$ cat config.mk
export PLATFORM = sky130hd
export DESIGN_NAME = udp_service_ipip_encapsulator_unit
export DESIGN_NICKNAME = d
export VERILOG_FILES = /design/src/uipip_pkg.sv /design/src/uipip_front.sv /design/src/uipip_fifo.sv /design/src/uipip_back.sv /design/src/udp_service_ipip_encapsulator_unit.sv
export SDC_FILE = /design/constraint.sdc
export NUM_CORES = 1
export LEC_CHECK = 0
export BUFFER_PORTS_ARGS = -buffer_cell sky130_fd_sc_hd__buf_2
export CAP_MARGIN = 15
export CORE_AREA = 2 2 251 191
export CTS_BUF_LIST = sky130_fd_sc_hd__clkbuf_4 sky130_fd_sc_hd__clkbuf_8
export DETAILED_ROUTE_END_ITERATION = 12
export DIE_AREA = 0 0 253 193
export MAX_ROUTING_LAYER = met4
export PLACE_DENSITY_LB_ADDON = 0.1
export SETUP_SLACK_MARGIN = 0.3
export SLEW_MARGIN = 5
export SYNTH_ARGS = -nofsm -noshare
export SYNTH_HDL_FRONTEND = slang
export SYNTH_SLANG_ARGS = --single-unit
export TNS_END_PERCENT = 20
$ cat constraint.sdc
create_clock -name clock -period 17.85 [get_ports clock]
set_input_delay 3.57 -clock clock [delete_from_list [all_inputs] [get_ports clock]]
set_output_delay 3.57 -clock clock [all_outputs]
set_load 0.1 [all_outputs]
$ cat src/uipip_pkg.sv
// Shared types and constants for the UDP service IPIP encapsulator.
`default_nettype none
package uipip_pkg;

   typedef enum logic [1:0] {
      VERDICT_ABORTED  = 2'd0,
      VERDICT_PASS     = 2'd1,
      VERDICT_REDIRECT = 2'd2
   } verdict_type;

   typedef enum logic [3:0] {
      CSR_BALANCER_ADDRESS = 4'd0,
      CSR_EGRESS_ADDRESS   = 4'd1,
      CSR_EGRESS_MAC       = 4'd2,
      CSR_BACKEND_ADDRESS  = 4'd3,
      CSR_BACKEND_MAC      = 4'd4,
      CSR_EGRESS_INTERFACE = 4'd5,
      CSR_SERVICE_PORT     = 4'd6,
      CSR_FRAGMENT_MASK    = 4'd7
   } csr_index_type;

   localparam int unsigned REQ_DATA_W = 128;
   localparam int unsigned RSP_DATA_W = 232;
   localparam int unsigned CSR_DATA_W = 48;

   localparam logic [15:0] ETHER_IPV4     = 16'h0800;
   localparam logic [7:0]  PROTO_UDP      = 8'd17;
   localparam logic [3:0]  IHL_PLAIN      = 4'd5;
   localparam logic [15:0] MIN_ETH_BYTES  = 16'd14;
   localparam logic [15:0] MIN_IP_BYTES   = 16'd34;
   localparam logic [15:0] MIN_UDP_BYTES  = 16'd42;
   localparam logic [15:0] IP_HDR_BYTES   = 16'd20;
   // version/IHL/TOS word and TTL/protocol word of the outer header
   localparam logic [15:0] OUTER_VER_TOS  = 16'h4500;
   localparam logic [15:0] OUTER_TTL_PROT = 16'h0804;

   localparam logic [15:0] SERVICE_PORT_RESET  = 16'd7000;
   localparam logic [15:0] FRAGMENT_MASK_RESET = 16'h3fff;

   typedef struct packed {
      logic [31:0] balancer_address;
      logic [31:0] egress_address;
      logic [47:0] egress_mac;
      logic [31:0] backend_address;
      logic [47:0] backend_mac;
      logic [31:0] egress_interface;
      logic [15:0] service_port;
      logic [15:0] fragment_mask;
   } cfg_type;

   typedef struct packed {
      logic [15:0] udp_destination;
      logic [31:0] source_address;
      logic [15:0] inner_length;
      logic [15:0] flags_offset;
      logic [7:0]  ip_protocol;
      logic [3:0]  header_words;
      logic [15:0] ether_type;
      logic [15:0] frame_length;
   } hdr_type;

   typedef struct packed {
      verdict_type verdict;
      logic [15:0] inner_length;
   } entry_type;

   typedef struct packed {
      logic [31:0] out_interface;
      logic [15:0] outer_checksum;
      logic [31:0] outer_dest;
      logic [31:0] outer_source;
      logic [15:0] outer_length;
      logic [47:0] out_source_mac;
      logic [47:0] out_dest_mac;
      logic [1:0]  verdict;
   } result_type;

endpackage
`default_nettype wire

$ cat src/uipip_front.sv
// Front end: classifies one parsed header into a verdict.
`default_nettype none
module uipip_front (
   input  var uipip_pkg::hdr_type   hdr,
   input  var uipip_pkg::cfg_type   cfg,
   output uipip_pkg::entry_type     entry
);
   import uipip_pkg::*;

   verdict_type verdict;

   always_comb begin
      if (hdr.frame_length < MIN_ETH_BYTES) begin
         verdict = VERDICT_ABORTED;
      end else if (hdr.ether_type != ETHER_IPV4) begin
         verdict = VERDICT_PASS;
      end else if (hdr.frame_length < MIN_IP_BYTES) begin
         verdict = VERDICT_ABORTED;
      end else if (hdr.header_words != IHL_PLAIN) begin
         verdict = VERDICT_ABORTED;
      end else if (hdr.ip_protocol != PROTO_UDP) begin
         verdict = VERDICT_PASS;
      end else if ((hdr.flags_offset & cfg.fragment_mask) != 16'd0) begin
         verdict = VERDICT_ABORTED;
      end else if (hdr.frame_length < MIN_UDP_BYTES) begin
         verdict = VERDICT_ABORTED;
      end else if (hdr.udp_destination != cfg.service_port) begin
         verdict = VERDICT_PASS;
      end else if (hdr.source_address == cfg.balancer_address) begin
         verdict = VERDICT_PASS;
      end else begin
         verdict = VERDICT_REDIRECT;
      end
   end

   assign entry.verdict      = verdict;
   assign entry.inner_length = hdr.inner_length;

endmodule
`default_nettype wire

$ cat src/uipip_fifo.sv
// Short queue between the classifier and the header builder.
`default_nettype none
module uipip_fifo #(
   parameter int unsigned DEPTH = 4
) (
   input  wire                     clock,
   input  wire                     reset,
   input  wire                     push,
   input  var uipip_pkg::entry_type push_data,
   output logic                    full,
   input  wire                     pop,
   output uipip_pkg::entry_type    pop_data,
   output logic                    empty
);
   import uipip_pkg::*;

   localparam int unsigned PTR_W = (DEPTH > 1) ? $clog2(DEPTH) : 1;
   localparam int unsigned CNT_W = $clog2(DEPTH + 1);

   entry_type        entries_ff [DEPTH];
   logic [PTR_W-1:0] wr_ptr_ff, wr_ptr_in;
   logic [PTR_W-1:0] rd_ptr_ff, rd_ptr_in;
   logic [CNT_W-1:0] count_ff, count_in;
   logic             do_push, do_pop;

   assign full     = (count_ff == CNT_W'(DEPTH));
   assign empty    = (count_ff == '0);
   assign do_push  = push && !full;
   assign do_pop   = pop && !empty;
   assign pop_data = entries_ff[rd_ptr_ff];

   always_comb begin
      wr_ptr_in = wr_ptr_ff;
      rd_ptr_in = rd_ptr_ff;
      count_in  = count_ff;
      if (do_push) begin
         wr_ptr_in = (wr_ptr_ff == PTR_W'(DEPTH - 1)) ? '0 : wr_ptr_ff + 1'b1;
      end
      if (do_pop) begin
         rd_ptr_in = (rd_ptr_ff == PTR_W'(DEPTH - 1)) ? '0 : rd_ptr_ff + 1'b1;
      end
      if (do_push && !do_pop) begin
         count_in = count_ff + 1'b1;
      end else if (do_pop && !do_push) begin
         count_in = count_ff - 1'b1;
      end
   end

   always_ff @(posedge clock) begin
      if (reset) begin
         wr_ptr_ff <= '0;
         rd_ptr_ff <= '0;
         count_ff  <= '0;
      end else begin
         wr_ptr_ff <= wr_ptr_in;
         rd_ptr_ff <= rd_ptr_in;
         count_ff  <= count_in;
      end
   end

   always_ff @(posedge clock) begin
      if (do_push) begin
         entries_ff[wr_ptr_ff] <= push_data;
      end
   end

endmodule
`default_nettype wire

$ cat src/uipip_back.sv
// Back end: builds the outer header and checksum, holds the result register.
`default_nettype none
module uipip_back (
   input  wire                     clock,
   input  wire                     reset,
   input  var uipip_pkg::cfg_type   cfg,
   input  var uipip_pkg::entry_type entry,
   input  wire                     entry_valid,
   output logic                    entry_pop,
   output logic                    out_valid,
   input  wire                     out_ready,
   output uipip_pkg::result_type   out_result
);
   import uipip_pkg::*;

   logic        valid_ff, valid_in;
   result_type  result_ff, result_in;
   logic        load;
   logic        redirect;
   logic [15:0] outer_len;
   logic [18:0] sum;
   logic [16:0] fold1;
   logic [15:0] fold2;

   assign load      = entry_valid && (!valid_ff || out_ready);
   assign entry_pop = load;
   assign redirect  = (entry.verdict == VERDICT_REDIRECT);
   assign outer_len = entry.inner_length + IP_HDR_BYTES;

   // ten header words; id, flags and checksum words are zero
   assign sum = 19'(OUTER_VER_TOS) + 19'(OUTER_TTL_PROT) + 19'(outer_len)
              + 19'(cfg.egress_address[31:16]) + 19'(cfg.egress_address[15:0])
              + 19'(cfg.backend_address[31:16]) + 19'(cfg.backend_address[15:0]);
   // two folds suffice: the second carry cannot ripple out again
   assign fold1 = 17'(sum[15:0]) + 17'(sum[18:16]);
   assign fold2 = fold1[15:0] + 16'(fold1[16]);

   always_comb begin
      result_in = '0;
      result_in.verdict = entry.verdict;
      if (redirect) begin
         result_in.out_dest_mac   = cfg.backend_mac;
         result_in.out_source_mac = cfg.egress_mac;
         result_in.outer_length   = outer_len;
         result_in.outer_source   = cfg.egress_address;
         result_in.outer_dest     = cfg.backend_address;
         result_in.outer_checksum = ~fold2;
         result_in.out_interface  = cfg.egress_interface;
      end
      if (load) begin
         valid_in = 1'b1;
      end else if (out_ready) begin
         valid_in = 1'b0;
      end else begin
         valid_in = valid_ff;
      end
   end

   always_ff @(posedge clock) begin
      if (reset) begin
         valid_ff <= 1'b0;
      end else begin
         valid_ff <= valid_in;
      end
   end

   always_ff @(posedge clock) begin
      if (load) begin
         result_ff <= result_in;
      end
   end

   assign out_valid  = valid_ff;
   assign out_result = result_ff;

endmodule
`default_nettype wire

$ cat src/udp_service_ipip_encapsulator_unit.sv
// UDP service IPIP encapsulator: top level with the register file.
//
// req_ carries one frame's parsed header per transfer; rsp_ returns one
// verdict per header (aborted, pass, redirect) and, on redirect, the
// outer IPv4 header fields, new MAC addresses and egress interface.
// Non-redirect results carry zeros in every field but the verdict.
// csr_ writes one register per transfer (index, data); csr_ready is
// always high. Write registers only while no header is in flight.
// Throughput: one header per cycle while rsp_tready is high. Each header
// passes through the queue register and then the result register before
// its result is offered.
// When the receiver stalls, the result register holds and the queue
// (QUEUE_DEPTH entries) fills; req_tready drops once it is full.
// Reset (synchronous) empties the queue, drops rsp_tvalid and loads the
// register reset values (service port 7000, fragment mask 0x3fff).
`default_nettype none
module udp_service_ipip_encapsulator_unit #(
   parameter int unsigned QUEUE_DEPTH = 4
) (
   input  wire                                  clock,
   input  wire                                  reset,
   input  wire                                  req_tvalid,
   output logic                                 req_tready,
   // frame_length, ether_type, header_words, ip_protocol, flags_offset,
   // inner_length, source_address, udp_destination, zero pad
   input  wire  [uipip_pkg::REQ_DATA_W-1:0]     req_tdata,
   output logic                                 rsp_tvalid,
   input  wire                                  rsp_tready,
   // verdict, out_dest_mac, out_source_mac, outer_length, outer_source,
   // outer_dest, outer_checksum, out_interface, zero pad
   output logic [uipip_pkg::RSP_DATA_W-1:0]     rsp_tdata,
   input  wire                                  csr_valid,
   output logic                                 csr_ready,
   input  wire  [3:0]                           csr_index,
   input  wire  [uipip_pkg::CSR_DATA_W-1:0]     csr_data
);
   import uipip_pkg::*;

   cfg_type    cfg_ff, cfg_in;
   hdr_type    hdr;
   entry_type  push_entry, pop_entry;
   logic       queue_full, queue_empty, queue_pop;
   result_type result;

   assign csr_ready = 1'b1;

   always_comb begin
      cfg_in = cfg_ff;
      if (csr_valid) begin
         unique case (csr_index_type'(csr_index))
            CSR_BALANCER_ADDRESS: cfg_in.balancer_address = csr_data[31:0];
            CSR_EGRESS_ADDRESS:   cfg_in.egress_address   = csr_data[31:0];
            CSR_EGRESS_MAC:       cfg_in.egress_mac       = csr_data[47:0];
            CSR_BACKEND_ADDRESS:  cfg_in.backend_address  = csr_data[31:0];
            CSR_BACKEND_MAC:      cfg_in.backend_mac      = csr_data[47:0];
            CSR_EGRESS_INTERFACE: cfg_in.egress_interface = csr_data[31:0];
            CSR_SERVICE_PORT:     cfg_in.service_port     = csr_data[15:0];
            CSR_FRAGMENT_MASK:    cfg_in.fragment_mask    = csr_data[15:0];
            default:              cfg_in = cfg_ff;
         endcase
      end
   end

   // service port and fragment mask are the two lowest fields
   always_ff @(posedge clock) begin
      if (reset) begin
         cfg_ff <= cfg_type'({{($bits(cfg_type) - 32){1'b0}},
                              SERVICE_PORT_RESET, FRAGMENT_MASK_RESET});
      end else begin
         cfg_ff <= cfg_in;
      end
   end

   assign hdr        = hdr_type'(req_tdata[$bits(hdr_type)-1:0]);
   assign req_tready = !queue_full;

   uipip_front u_front (
      .hdr   (hdr),
      .cfg   (cfg_ff),
      .entry (push_entry)
   );

   uipip_fifo #(
      .DEPTH (QUEUE_DEPTH)
   ) u_fifo (
      .clock     (clock),
      .reset     (reset),
      .push      (req_tvalid),
      .push_data (push_entry),
      .full      (queue_full),
      .pop       (queue_pop),
      .pop_data  (pop_entry),
      .empty     (queue_empty)
   );

   uipip_back u_back (
      .clock       (clock),
      .reset       (reset),
      .cfg         (cfg_ff),
      .entry       (pop_entry),
      .entry_valid (!queue_empty),
      .entry_pop   (queue_pop),
      .out_valid   (rsp_tvalid),
      .out_ready   (rsp_tready),
      .out_result  (result)
   );

   assign rsp_tdata = {(RSP_DATA_W - $bits(result_type))'(0), result};

endmodule
`default_nettype wire
==> Word level (Yosys, flattened, before mapping) <==
Memories as Yosys holds them, arrays and structs flattened. A register that Yosys moved wholly into a read port is not among the register bits.
Cells that the tools add are included.
W data, S select, Z words.
{ "op_classes": {"n_div": 0, "n_eq_ne": 16, "magnitude_cmp": 3, "muxes": 19, "n_shift": 0, "reduce_logical": 24, "n_bitwise": 2, "mul": 0, "add_sub_neg": 12} }
{ "op_table": {"columns": ["cell", "count"], "rows": [
  ["$add A19 B16 Y19", 4],
  ["$eq A32 B32 Y1", 1],
  ["$lt A16 B6 Y1 const B", 2],
  ["$mux W2", 13],
  ["$add A15 B16 Y17 const A", 1],
  ["$add A16 B3 Y17", 1],
  ["$add A16 B1 Y16", 1],
  ["$add A16 B5 Y16 const B", 1],
  ["$and A16 B16 Y16", 1],
  ["$eq A4 B3 Y1 const B", 4],
  ["$lt A16 B4 Y1 const B", 1],
  ["$ne A16 B12 Y1 const B", 1],
  ["$ne A16 B16 Y1", 1],
  ["$not A16 Y16", 1],
  ["$reduce_and A2 Y1", 8],
  ["$reduce_bool A16 Y1", 1],
  ["$eq A4 B2 Y1 const B", 2],
  ["$ne A8 B5 Y1 const B", 1],
  ["$eq A2 B2 Y1 const B", 3],
  ["$mux W3", 2],
  ["$logic_and A1 B1 Y1", 5],
  ["$logic_not A1 Y1", 5],
  ["$add A2 B1 Y2 const B", 2],
  ["$eq A4 B1 Y1 const B", 1],
  ["other kinds (9)", 13]
]} }
{ "word_totals": {"romBits": 0, "inputBits": 185, "memories": 1, "ramBits": 72, "latchBits": 0, "ff_bits": 490, "word_cells": 97, "output_inout_bits": 235} }
{ "mem_list": {"columns": ["name", "words", "word_bits", "rd", "rd_ports_with_merged_regs", "wr", "line_no", "source"], "rows": [
  ["u_fifo.entries_ff", 4, 18, 1, 1, 1, "uipip_fifo.sv:20", "entry_type entries_ff [DEPTH];"]
]} }

==> Logic depth before layout (Yosys ltp) <==
Gate-level depths: netlist of the first run.
{ "logic_depth": {"depth_word": 10, "ltp_mapped": 45, "depth_no_buf": 43} }

==> By module <==
From an unflattened synthesis of the first run, not the netlist that was laid out.
{ "hier_totals": {"cells_unflattened": 2096, "area_unflattened_um2": 25838.5} }
{ "modules_own_cells": {"columns": ["mod", "seq_area_each_um2", "n_inst", "area_each_um2", "cells_per_inst"], "rows": [
  ["uipip_back", 6806.5, 1, 11619.9, 919],
  ["udp_service_ipip_encapsulator_unit", 5124.9, 1, 10181.0, 921],
  ["uipip_fifo", 2342.2, 1, 3099.2, 144],
  ["uipip_front", 0.0, 1, 938.4, 112]
]} }

==> Least setup slack after synthesis of the first run <==
No wires, ideal clock.
{ "synth_path": {"path_type": "in2reg", "start": "in rsp_tready", "end": "reg u_fifo.count_ff[2]", "setup_ps": 70, "setup_slack_ps": 820, "n_path_buf": 0, "arrival_ps": 16960, "path_stages": 9, "path_cell_list": "inv_1 -> a21oi_1 -> inv_1 -> ha_1 -> inv_1 -> fa_1 -> xor2_1 -> or3_1 -> a21oi_1"} }
{ "synth_via": {"elab_chain_cells": 6, "elab_cells_between_ends": 8, "cone_classes": "1 x mux; 7 x reduce/logical"} }
{ "synth_rtl": {"columns": ["element", "line_no", "source"], "rows": [
  ["start, declared", "udp_service_ipip_encapsulator_unit.sv:28", "input wire rsp_tready,"],
  ["$logic_or A1 B1 Y1 (*)", "uipip_back.sv:25", "assign load = entry_valid && (!valid_ff || out_ready);"],
  ["$logic_and A1 B1 Y1 (*)", "uipip_back.sv:25", null],
  ["via queue_pop", "udp_service_ipip_encapsulator_unit.sv:42", "logic queue_full, queue_empty, queue_pop;"],
  ["$logic_and A1 B1 Y1 (*)", "uipip_fifo.sv:29", "assign do_pop = pop && !empty;"],
  ["$logic_not A1 Y1", "uipip_fifo.sv:42", "if (do_push && !do_pop) begin"],
  ["$logic_and A1 B1 Y1", "uipip_fifo.sv:42", null],
  ["$mux W3 or $reduce_bool A2 Y1 (tied branches)", null, null],
  ["end signal, assigned", "uipip_fifo.sv:57", "count_ff <= count_in;"],
  ["end, declared", "uipip_fifo.sv:23", "logic [CNT_W-1:0] count_ff, count_in;"]
]} }
The timed path passes the listed nets; every way through them passes the cells marked *.
A chain may end at the register's enable or synchronous reset.

==> results of run 1 <==
==> worst paths after layout <==
check / from / to / cells past startpoint
max: flip-flop / u_back.out_result[190] / 42
min: cfg_ff[104] / cfg_ff[104] / 2
max reg2reg: flip-flop / u_back.out_result[190] / 42
min reg2reg: cfg_ff[104] / cfg_ff[104] / 2
==> kinds of logic (layout without fill, tap and decap cells) <==
logic type,Yosys count,count (layout),share of synthesized area
simple gates,933,933,0.181
buf+inv,221,663,0.0366
other cells,2,19,0.000307
fa+ha+maj,85,85,0.0589
compound gates,357,357,0.0854
xor+xnor,93,93,0.0333
flops,564,564,0.584
mux,27,27,0.0203
==> worst max-delay path, delay by kind of cell (launching register included) <==
family	cells	cell delay [ns]
adders and majority gates	9	3.36
AOI/OAI and AO/OA	10	3.07
and+or+nand+nor	15	2.95
xor gates and xnor gates	3	0.91
DFF	1	0.90
muxes	1	0.54
buffers and inverters	4	0.29
==> final cells by class <==
| type | count | area (um^2) | area share |
|---|---|---|---|
| diodes | 12 | 30.0 | 0.00105 |
| clock buffers | 142 | 1710 | 0.0596 |
| clock inverters | 18 | 116 | 0.00405 |
| inverters | 77 | 289 | 0.0101 |
| multi-input cells | 1502 | 9320 | 0.325 |
| flip-flops and latches | 564 | 14300 | 0.497 |
| well taps | 603 | 754 | 0.0263 |
| repair buffers | 426 | 2210 | 0.0771 |
==> per-layer routing <==
layer | vias to the layer above | GRT usage
met5 | - | -
met4 | 0 | 0.0972
met3 | 116 | 0.0758
met2 | 649 | 0.431
met1 | 8555 | 0.374
li1 | 8485 | -
==> state kept, by name, indices dropped and copies added, names as in the netlist, named ones only <==
name and count:
cfg_ff 256, u_back.out_result 226, u_fifo.entries_ff 72, u_fifo.count_ff 3, u_fifo.rd_ptr_ff 2, u_fifo.wr_ptr_ff 2
u_back.out_valid 1
==> cells in the mapped netlist, drive strengths merged, types with 16 or more instances <==
cell type  number
nor2b          25
nand2         511
xor2           35
nand4          16
and2          181
dfxtp         266
o21ai          18
nor2           77
fa             50
a21oi         258
edfxtp        298
nand3          20
inv            77
ha             35
xnor2          58
mux4           18
buf            22
clkbuf        122
==> through the flow <==
stage / setup slack, ns / area (um^2) / std cells
finish: 5.65 / 28700 / 3344
global route: 4.58 / 28700 / 3342
CTS: 5.63 / 28600 / 3330
detailed placement: 5.72 / 26800 / 3170
global placement: 6.03 / 26800 / 3170
floorplan: 0.820 / 24400 / 2287
==> reports/qor.csv, run 1 <==
stage,metric,value,unit
die,initial_core_util,0.524,
clock_network,cts_root_buf,clkbuf_8,
clock_network,clockBufferDepth,3,
drt,routedLengthMet1,29200,um
sta,maxSlewViolCount,0,
sta,finClkSkew,0.0184,ns
synthesis,synth_top_area_share,0.366,
synthesis,syn-cell-area,24400,um^2
synthesis,ys_top_cells_by_area,"edfxtp_1, dfxtp_1, nand2_1",
drt,vias,17800,
synthesis,synth.avg_cell_area,10.7,um^2
grt,grt_pass1_vias,17100,
synthesis,async_reset_ff_frac,0,
synthesis,synth-seq-cells,564,
placement,place_congestion,0.886,
hold_path,worst_hold_path_type,reg -> reg,
sta,fin_setup_tns,0,ns
setup_path,path_class,reg -> reg,
sta,whs,0.448,ns
clock_network,numCtsBuffers,87,
clock_network,ctsResizeCount,0,
die,core_region_area,46600,um^2
finish,utilization,0.616,
synthesis,synth_seq_area_share,0.584,
clock_network,insertion_delay,0.67,ns
sta,setup-violations-final,0,
setup_path,cp_slowest_cell,dfxtp_1,
synthesis,synth.distinct_cells,71,
sta,hold_violations,0,
synthesis,ys.flop_type,edfxtp_1,
setup_path,worstPathRequired,18.36,ns
grt,antenna_found_initial,11,
finish,mostFrequentLayoutCells,"nand2_1, buf_2, edfxtp_1",
setup_path,critical-path-max-stage-delay,0.90,ns
grt,grt_max_degree,169,
drt,antenna_left,0,
drt,drt-vias-per-instance,5.32,
setup_path,worst-path-max-fanout,18,
finish,fin_nets,2928,
finish,drive_gt1_frac,0.229,
sta,fmax,82.0,MHz
status,status,finished clean,
drt,wirelength,67600,um
setup_path,cp.arrival,12.71,ns
finish,n_fill_cell,3881,
clock_network,cts_num_sinks,564,
die,dieArea,48800,um^2
sta,timing_worst_slew_pin_value,1.18,ns
setup_path,rrSetupSlack,5.65,ns
setup_path,critical_path.startpoint_type,flip-flop,
drt,drtPass1Iterations,5,
die,die_h,193,um
placement,dp_hpwl,46100,um
clock_network,htree_levels,3,
finish,area_growth,17.5,%
clock_network,hold_buffers,0,
drt,drcViolationCount,0,
drt,maxUsedRoutingLayer,met4,
synthesis,yosys_warnings,0,
drt,drtIter0Drc,1486,
grt,grt_pass1_wl,100000,um
die,ios,420,
drt,wl_met3,5450,um
run,maxCapViolCount,0,
setup_path,endpoint_kind,flip-flop,
grt,overflow,0,
finish,final_common_cell,nand2_1,
drt,avgRoutedWirePerCell,20.2,um
grt,grt_util_all_layers,0.285,
clock_network,cts_tree,built,
sta,period_share,0.683,
clock_network,post_cts_buffers,0,
sta,fin_crit,12.20,ns
die,die-width,253,um
synthesis,synth_edf_count,298,
setup_path,cpMostUsedCell,ha_1,
sta,grt_setup_unrepaired,no,
drt,met2_length,31100,um
sta,timing.slew.headroom,0.216,
synthesis,postSynthCellCount,2282,
clock_network,clkTransAtPathRegs,0.06,ns
die,num_rows,69,
synthesis,yosys.area.top_type,edfxtp_1,
placement,port_buffers,407,
Power of run 1 is not shown: default switching activity piles up to over one toggle a cycle in this logic, so the estimate is an artifact.
==> run 2: changes to the inputs <==
- clock period: 17.85 -> 10.8 ns (I/O delays scaled with it)
==> reports/qor.csv, run 2 (synthesis results as in run 1) <==
stage,metric,value,unit
status,status,finished clean,
finish,drive_gt1_frac,0.241,
clock_network,htree_levels,3,
drt,routedLengthMet1,29100,um
drt,wl_met3,6000,um
drt,wirelength,68800,um
run,maxCapViolCount,0,
finish,area_growth,18.7,%
grt,grt_pass1_wl,101000,um
sta,fin_setup_tns,0,ns
finish,mostFrequentLayoutCells,"nand2_1, buf_2, edfxtp_1",
sta,grt_setup_unrepaired,no,
sta,setup-violations-final,0,
drt,antenna_left,0,
sta,period_share,0.913,
sta,hold_violations,0,
setup_path,critical_path.startpoint_type,flip-flop,
placement,port_buffers,407,
die,dieArea,48800,um^2
drt,vias,18100,
die,initial_core_util,0.524,
hold_path,hp-start,cfg_ff[99],
clock_network,cts_tree,built,
clock_network,numCtsBuffers,86,
clock_network,clockBufferDepth,3,
grt,grt_util_all_layers,0.288,
sta,maxSlewViolCount,0,
finish,final_common_cell,nand2_1,
sta,timing.slew.headroom,0.257,
drt,drtPass1Iterations,6,
clock_network,cts_num_sinks,564,
setup_path,critical-path-max-stage-delay,0.55,ns
setup_path,worstPathRequired,11.32,ns
drt,drt-vias-per-instance,5.37,
drt,drcViolationCount,0,
die,ios,420,
grt,overflow,0,
sta,timing_worst_slew_pin_value,1.11,ns
hold_path,worst_hold_path_type,reg -> reg,
setup_path,endpoint_kind,flip-flop,
setup_path,cpMostUsedCell,ha_1,
setup_path,path_class,reg -> reg,
die,die-width,253,um
drt,drtIter0Drc,1488,
drt,met2_length,31500,um
clock_network,cts_root_buf,clkbuf_8,
placement,place_congestion,0.907,
drt,maxUsedRoutingLayer,met4,
finish,largest_reg_flops,256,
setup_path,worst-path-max-fanout,5,
die,num_rows,69,
grt,antenna_found_initial,13,
sta,fmax,101,MHz
sta,finClkSkew,0.0301,ns
drt,avgRoutedWirePerCell,20.4,um
grt,grt_max_degree,174,
placement,dp_hpwl,46900,um
finish,fin_nets,2952,
finish,top_register,cfg_ff,
setup_path,cp.arrival,10.39,ns
clock_network,clkTransAtPathRegs,0.06,ns
die,die_h,193,um
grt,grt_pass1_vias,17400,
sta,fin_crit,9.86,ns
die,core_region_area,46600,um^2
finish,n_fill_cell,3892,
clock_network,insertion_delay,0.69,ns
setup_path,cp_slowest_cell,mux4_2,
run 2: cell count changes in the layout (fill, tap and decap cells not counted), moves of 4 or more:
cell / delta
xnor2_1: -4
clkinv_1: +8
clkbuf_4: -4
buf_4: +25
clkbuf_8: -11
o21ai_0: -6
o21ai_1: +6
xnor2_2: +4
run 2: metrics by stage:
step | cells | cell area [um^2] | hold WS (ns) | worst slack [ns] | utilization
finish | 3371 | 29000 | 0.448 | 0.936 | 0.622
detailed placement | 3193 | 27000 | 0.442 | 0.315 | 0.579
global placement | 3193 | 27000 | 0.437 | 0.425 | 0.579
floorplan | 2287 | 24500 | 0.432 | 0.643 | -
CTS | 3354 | 28800 | 0.450 | 0.300 | 0.618
global route | 3371 | 29000 | 0.467 | 0.281 | 0.622
run 2: path summary, 6_finish.rpt:
path / end / slack [ns] / cells past startpoint
max: u_back.out_result[190] / 0.94 / 44
min: cfg_ff[99] / 0.45 / 2
max reg2reg: u_back.out_result[190] / 0.94 / 44
min reg2reg: cfg_ff[99] / 0.45 / 2
run 2: critical path, delay by kind of cell, from the launching register on:
family | cells | cell delay, ns
compound gates | 10 | 1.85
fa+ha+maj | 9 | 3.01
xor+xnor | 3 | 0.68
simple gates | 15 | 2.59
mux | 1 | 0.55
buf+inv | 6 | 0.62
flops | 1 | 0.39
run 2: layer usage:
layer / up-vias / GRT usage
met2: 691 / 0.432
met3: 144 / 0.0796
met4: 0 / 0.108
met5: - / -
met1: 8738 / 0.374
li1: 8532 / -
run 2: final cells by class:
| class | instances | area (um^2) | area share |
|---|---|---|---|
| multi-input combinational | 1502 | 9420 | 0.325 |
| clock buffer | 127 | 1530 | 0.0527 |
| clock inverter | 34 | 278 | 0.00958 |
| sequential | 564 | 14300 | 0.492 |
| tap | 603 | 754 | 0.0260 |
| timing repair buffer | 451 | 2420 | 0.0833 |
| inverter | 77 | 289 | 0.00997 |
| antenna | 13 | 32.5 | 0.00112 |
run 2: what timing repair did:
item / 4_1_cts / 5_1_grt
gates cloned: 0 / 0
endpoints found under the setup margin: 2 / 11
resized for setup: 1 / 30
hold buffers: 0 / 0
setup buffers: 0 / 2
pin swaps: 0 / 4
Power of run 2 is left out for the same reason.
==> run 3: changes to the inputs <==
- CELL_PAD_IN_SITES_DETAIL_PLACEMENT: unset -> 1
- CELL_PAD_IN_SITES_GLOBAL_PLACEMENT: unset -> 1
- CORE_AREA: 2 2 251 191 -> 2 2 285 217
- DIE_AREA: 0 0 253 193 -> 0 0 287 219
==> reports/qor.csv, run 3 (synthesis results as in run 1) <==
stage,metric,value,unit
status,status,finished clean,
setup_path,worstPathRequired,11.21,ns
clock_network,cts_num_sinks,564,
die,die_h,219,um
drt,wirelength,77700,um
drt,antenna_left,0,
setup_path,cp_slowest_cell,mux4_2,
setup_path,ff2ff_path_depth,39,
grt,antenna_found_initial,9,
finish,top_register,cfg_ff,
run,maxCapViolCount,0,
setup_path,critical-path-max-stage-delay,0.55,ns
sta,period_share,0.911,
clock_network,insertion_delay,0.70,ns
sta,grt_setup_unrepaired,no,
setup_path,critical_path.startpoint_type,flip-flop,
hold_path,worst_hold_path_type,reg -> reg,
sta,finClkSkew,0.0344,ns
placement,dp_hpwl,54500,um
clock_network,cts_tree,built,
placement,port_buffers,407,
clock_network,clkTransAtPathRegs,0.06,ns
placement,place_congestion,0.881,
die,core_region_area,59900,um^2
finish,stdcell_count,3581,
finish,largest_reg_flops,256,
clock_network,hold_buffers,0,
drt,drt-vias-per-instance,5.09,
drt,drtIter0Drc,991,
sta,maxSlewViolCount,0,
sta,hold_violations,0,
grt,grt_pass1_vias,19100,
hold_path,hold_path_depth,2,
sta,fin_crit,9.84,ns
die,die-width,287,um
drt,vias,18200,
grt,grt_pass1_wl,116000,um
die,num_rows,78,
grt,grt_max_degree,105,
finish,fin_nets,2964,
finish,area_growth,20.5,%
setup_path,cpMostUsedCell,fa_1,
drt,drcViolationCount,0,
setup_path,cp.arrival,10.24,ns
sta,fmax,102,MHz
sta,timing_worst_slew_pin_value,1.09,ns
sta,whs,0.451,ns
sta,setup-violations-final,0,
clock_network,htree_levels,3,
finish,mostFrequentLayoutCells,"nand2_1, buf_2, edfxtp_1",
finish,final_common_cell,nand2_1,
setup_path,path_class,reg -> reg,
die,ios,420,
setup_path,worst-path-max-fanout,5,
clock_network,cts_root_buf,clkbuf_8,
grt,grt_util_all_layers,0.253,
die,initial_core_util,0.408,
sta,timing.slew.headroom,0.273,
placement,dp.cells,3395,
clock_network,numCtsBuffers,91,
grt,overflow,0,
drt,drtPass1Iterations,5,
die,dieArea,62900,um^2
sta,fin_setup_tns,0,ns
finish,n_fill_cell,6714,
setup_path,endpoint_kind,flip-flop,
drt,avgRoutedWirePerCell,21.7,um
clock_network,clockBufferDepth,3,
finish,drive_gt1_frac,0.248,
==> run 3: changes by cell type in the layout (fill, tap and decap cells not counted), moves of 2 or more <==
cell,previous run,this run
bufinv_16,4,1
clkinv_2,8,3
clkinv_1,16,13
o31ai_2,0,2
o31ai_1,5,3
clkbuf_8,93,102
buf_4,41,48
diode_2,13,8
ha_2,1,3
clkbuf_4,35,47
ha_1,34,31
==> run 3: worst paths after layout <==
| kind | startpoint | to | slack, ns |
|---|---|---|---|
| max reg2reg | flip-flop | u_back.out_result[193] | 0.96 |
| min reg2reg | cfg_ff[161] | cfg_ff[161] | 0.45 |
| max | flip-flop | u_back.out_result[193] | 0.96 |
| min | cfg_ff[161] | cfg_ff[161] | 0.45 |
==> run 3: stage by stage <==
step           utilization  area (um^2)  setup WS, ns
2_1_floorplan            -        24500         0.643
3_3_place_gp         0.455        27300         0.413
3_5_place_dp         0.455        27300        0.0108
4_1_cts              0.488        29200         0.316
5_1_grt              0.491        29400         0.188
6_report             0.491        29400         0.965
==> run 3: cell type report <==
type                    instances  area, um^2  share of cell area
diodes                          8        20.0            0.000680
flip-flops and latches        564       14300               0.485
repair buffers                458        2470              0.0840
multi-input cells            1502        9470               0.322
clock buffers                 148        1740              0.0592
clock inverters                24         164             0.00557
inverters                      77         289             0.00982
well taps                     800        1000              0.0340
==> run 3: critical path, delay by kind of cell (launching register included) <==
kind | cells | cell delay [ns]
simple gates | 14 | 2.90
fa+ha+maj | 7 | 2.70
compound gates | 10 | 2.13
mux | 2 | 0.71
buf+inv | 4 | 0.45
flops | 1 | 0.39
xor+xnor | 2 | 0.28
==> run 3: metal layers <==
layer	GRT usage	vias up	part of all wire
li1	-	8558	-
met1	0.327	9121	0.44
met2	0.404	453	0.48
met3	0.0535	113	0.055
met4	0.0707	0	0.024
met5	-	-	0
==> run 3: what timing repair did <==
action                                  in CTS  in global routing
setup buffers                                0                  5
resized for setup                            5                 33
endpoints found under the setup margin       7                 10
pin swaps                                    0                  6
Power of run 3 is left out for the same reason.
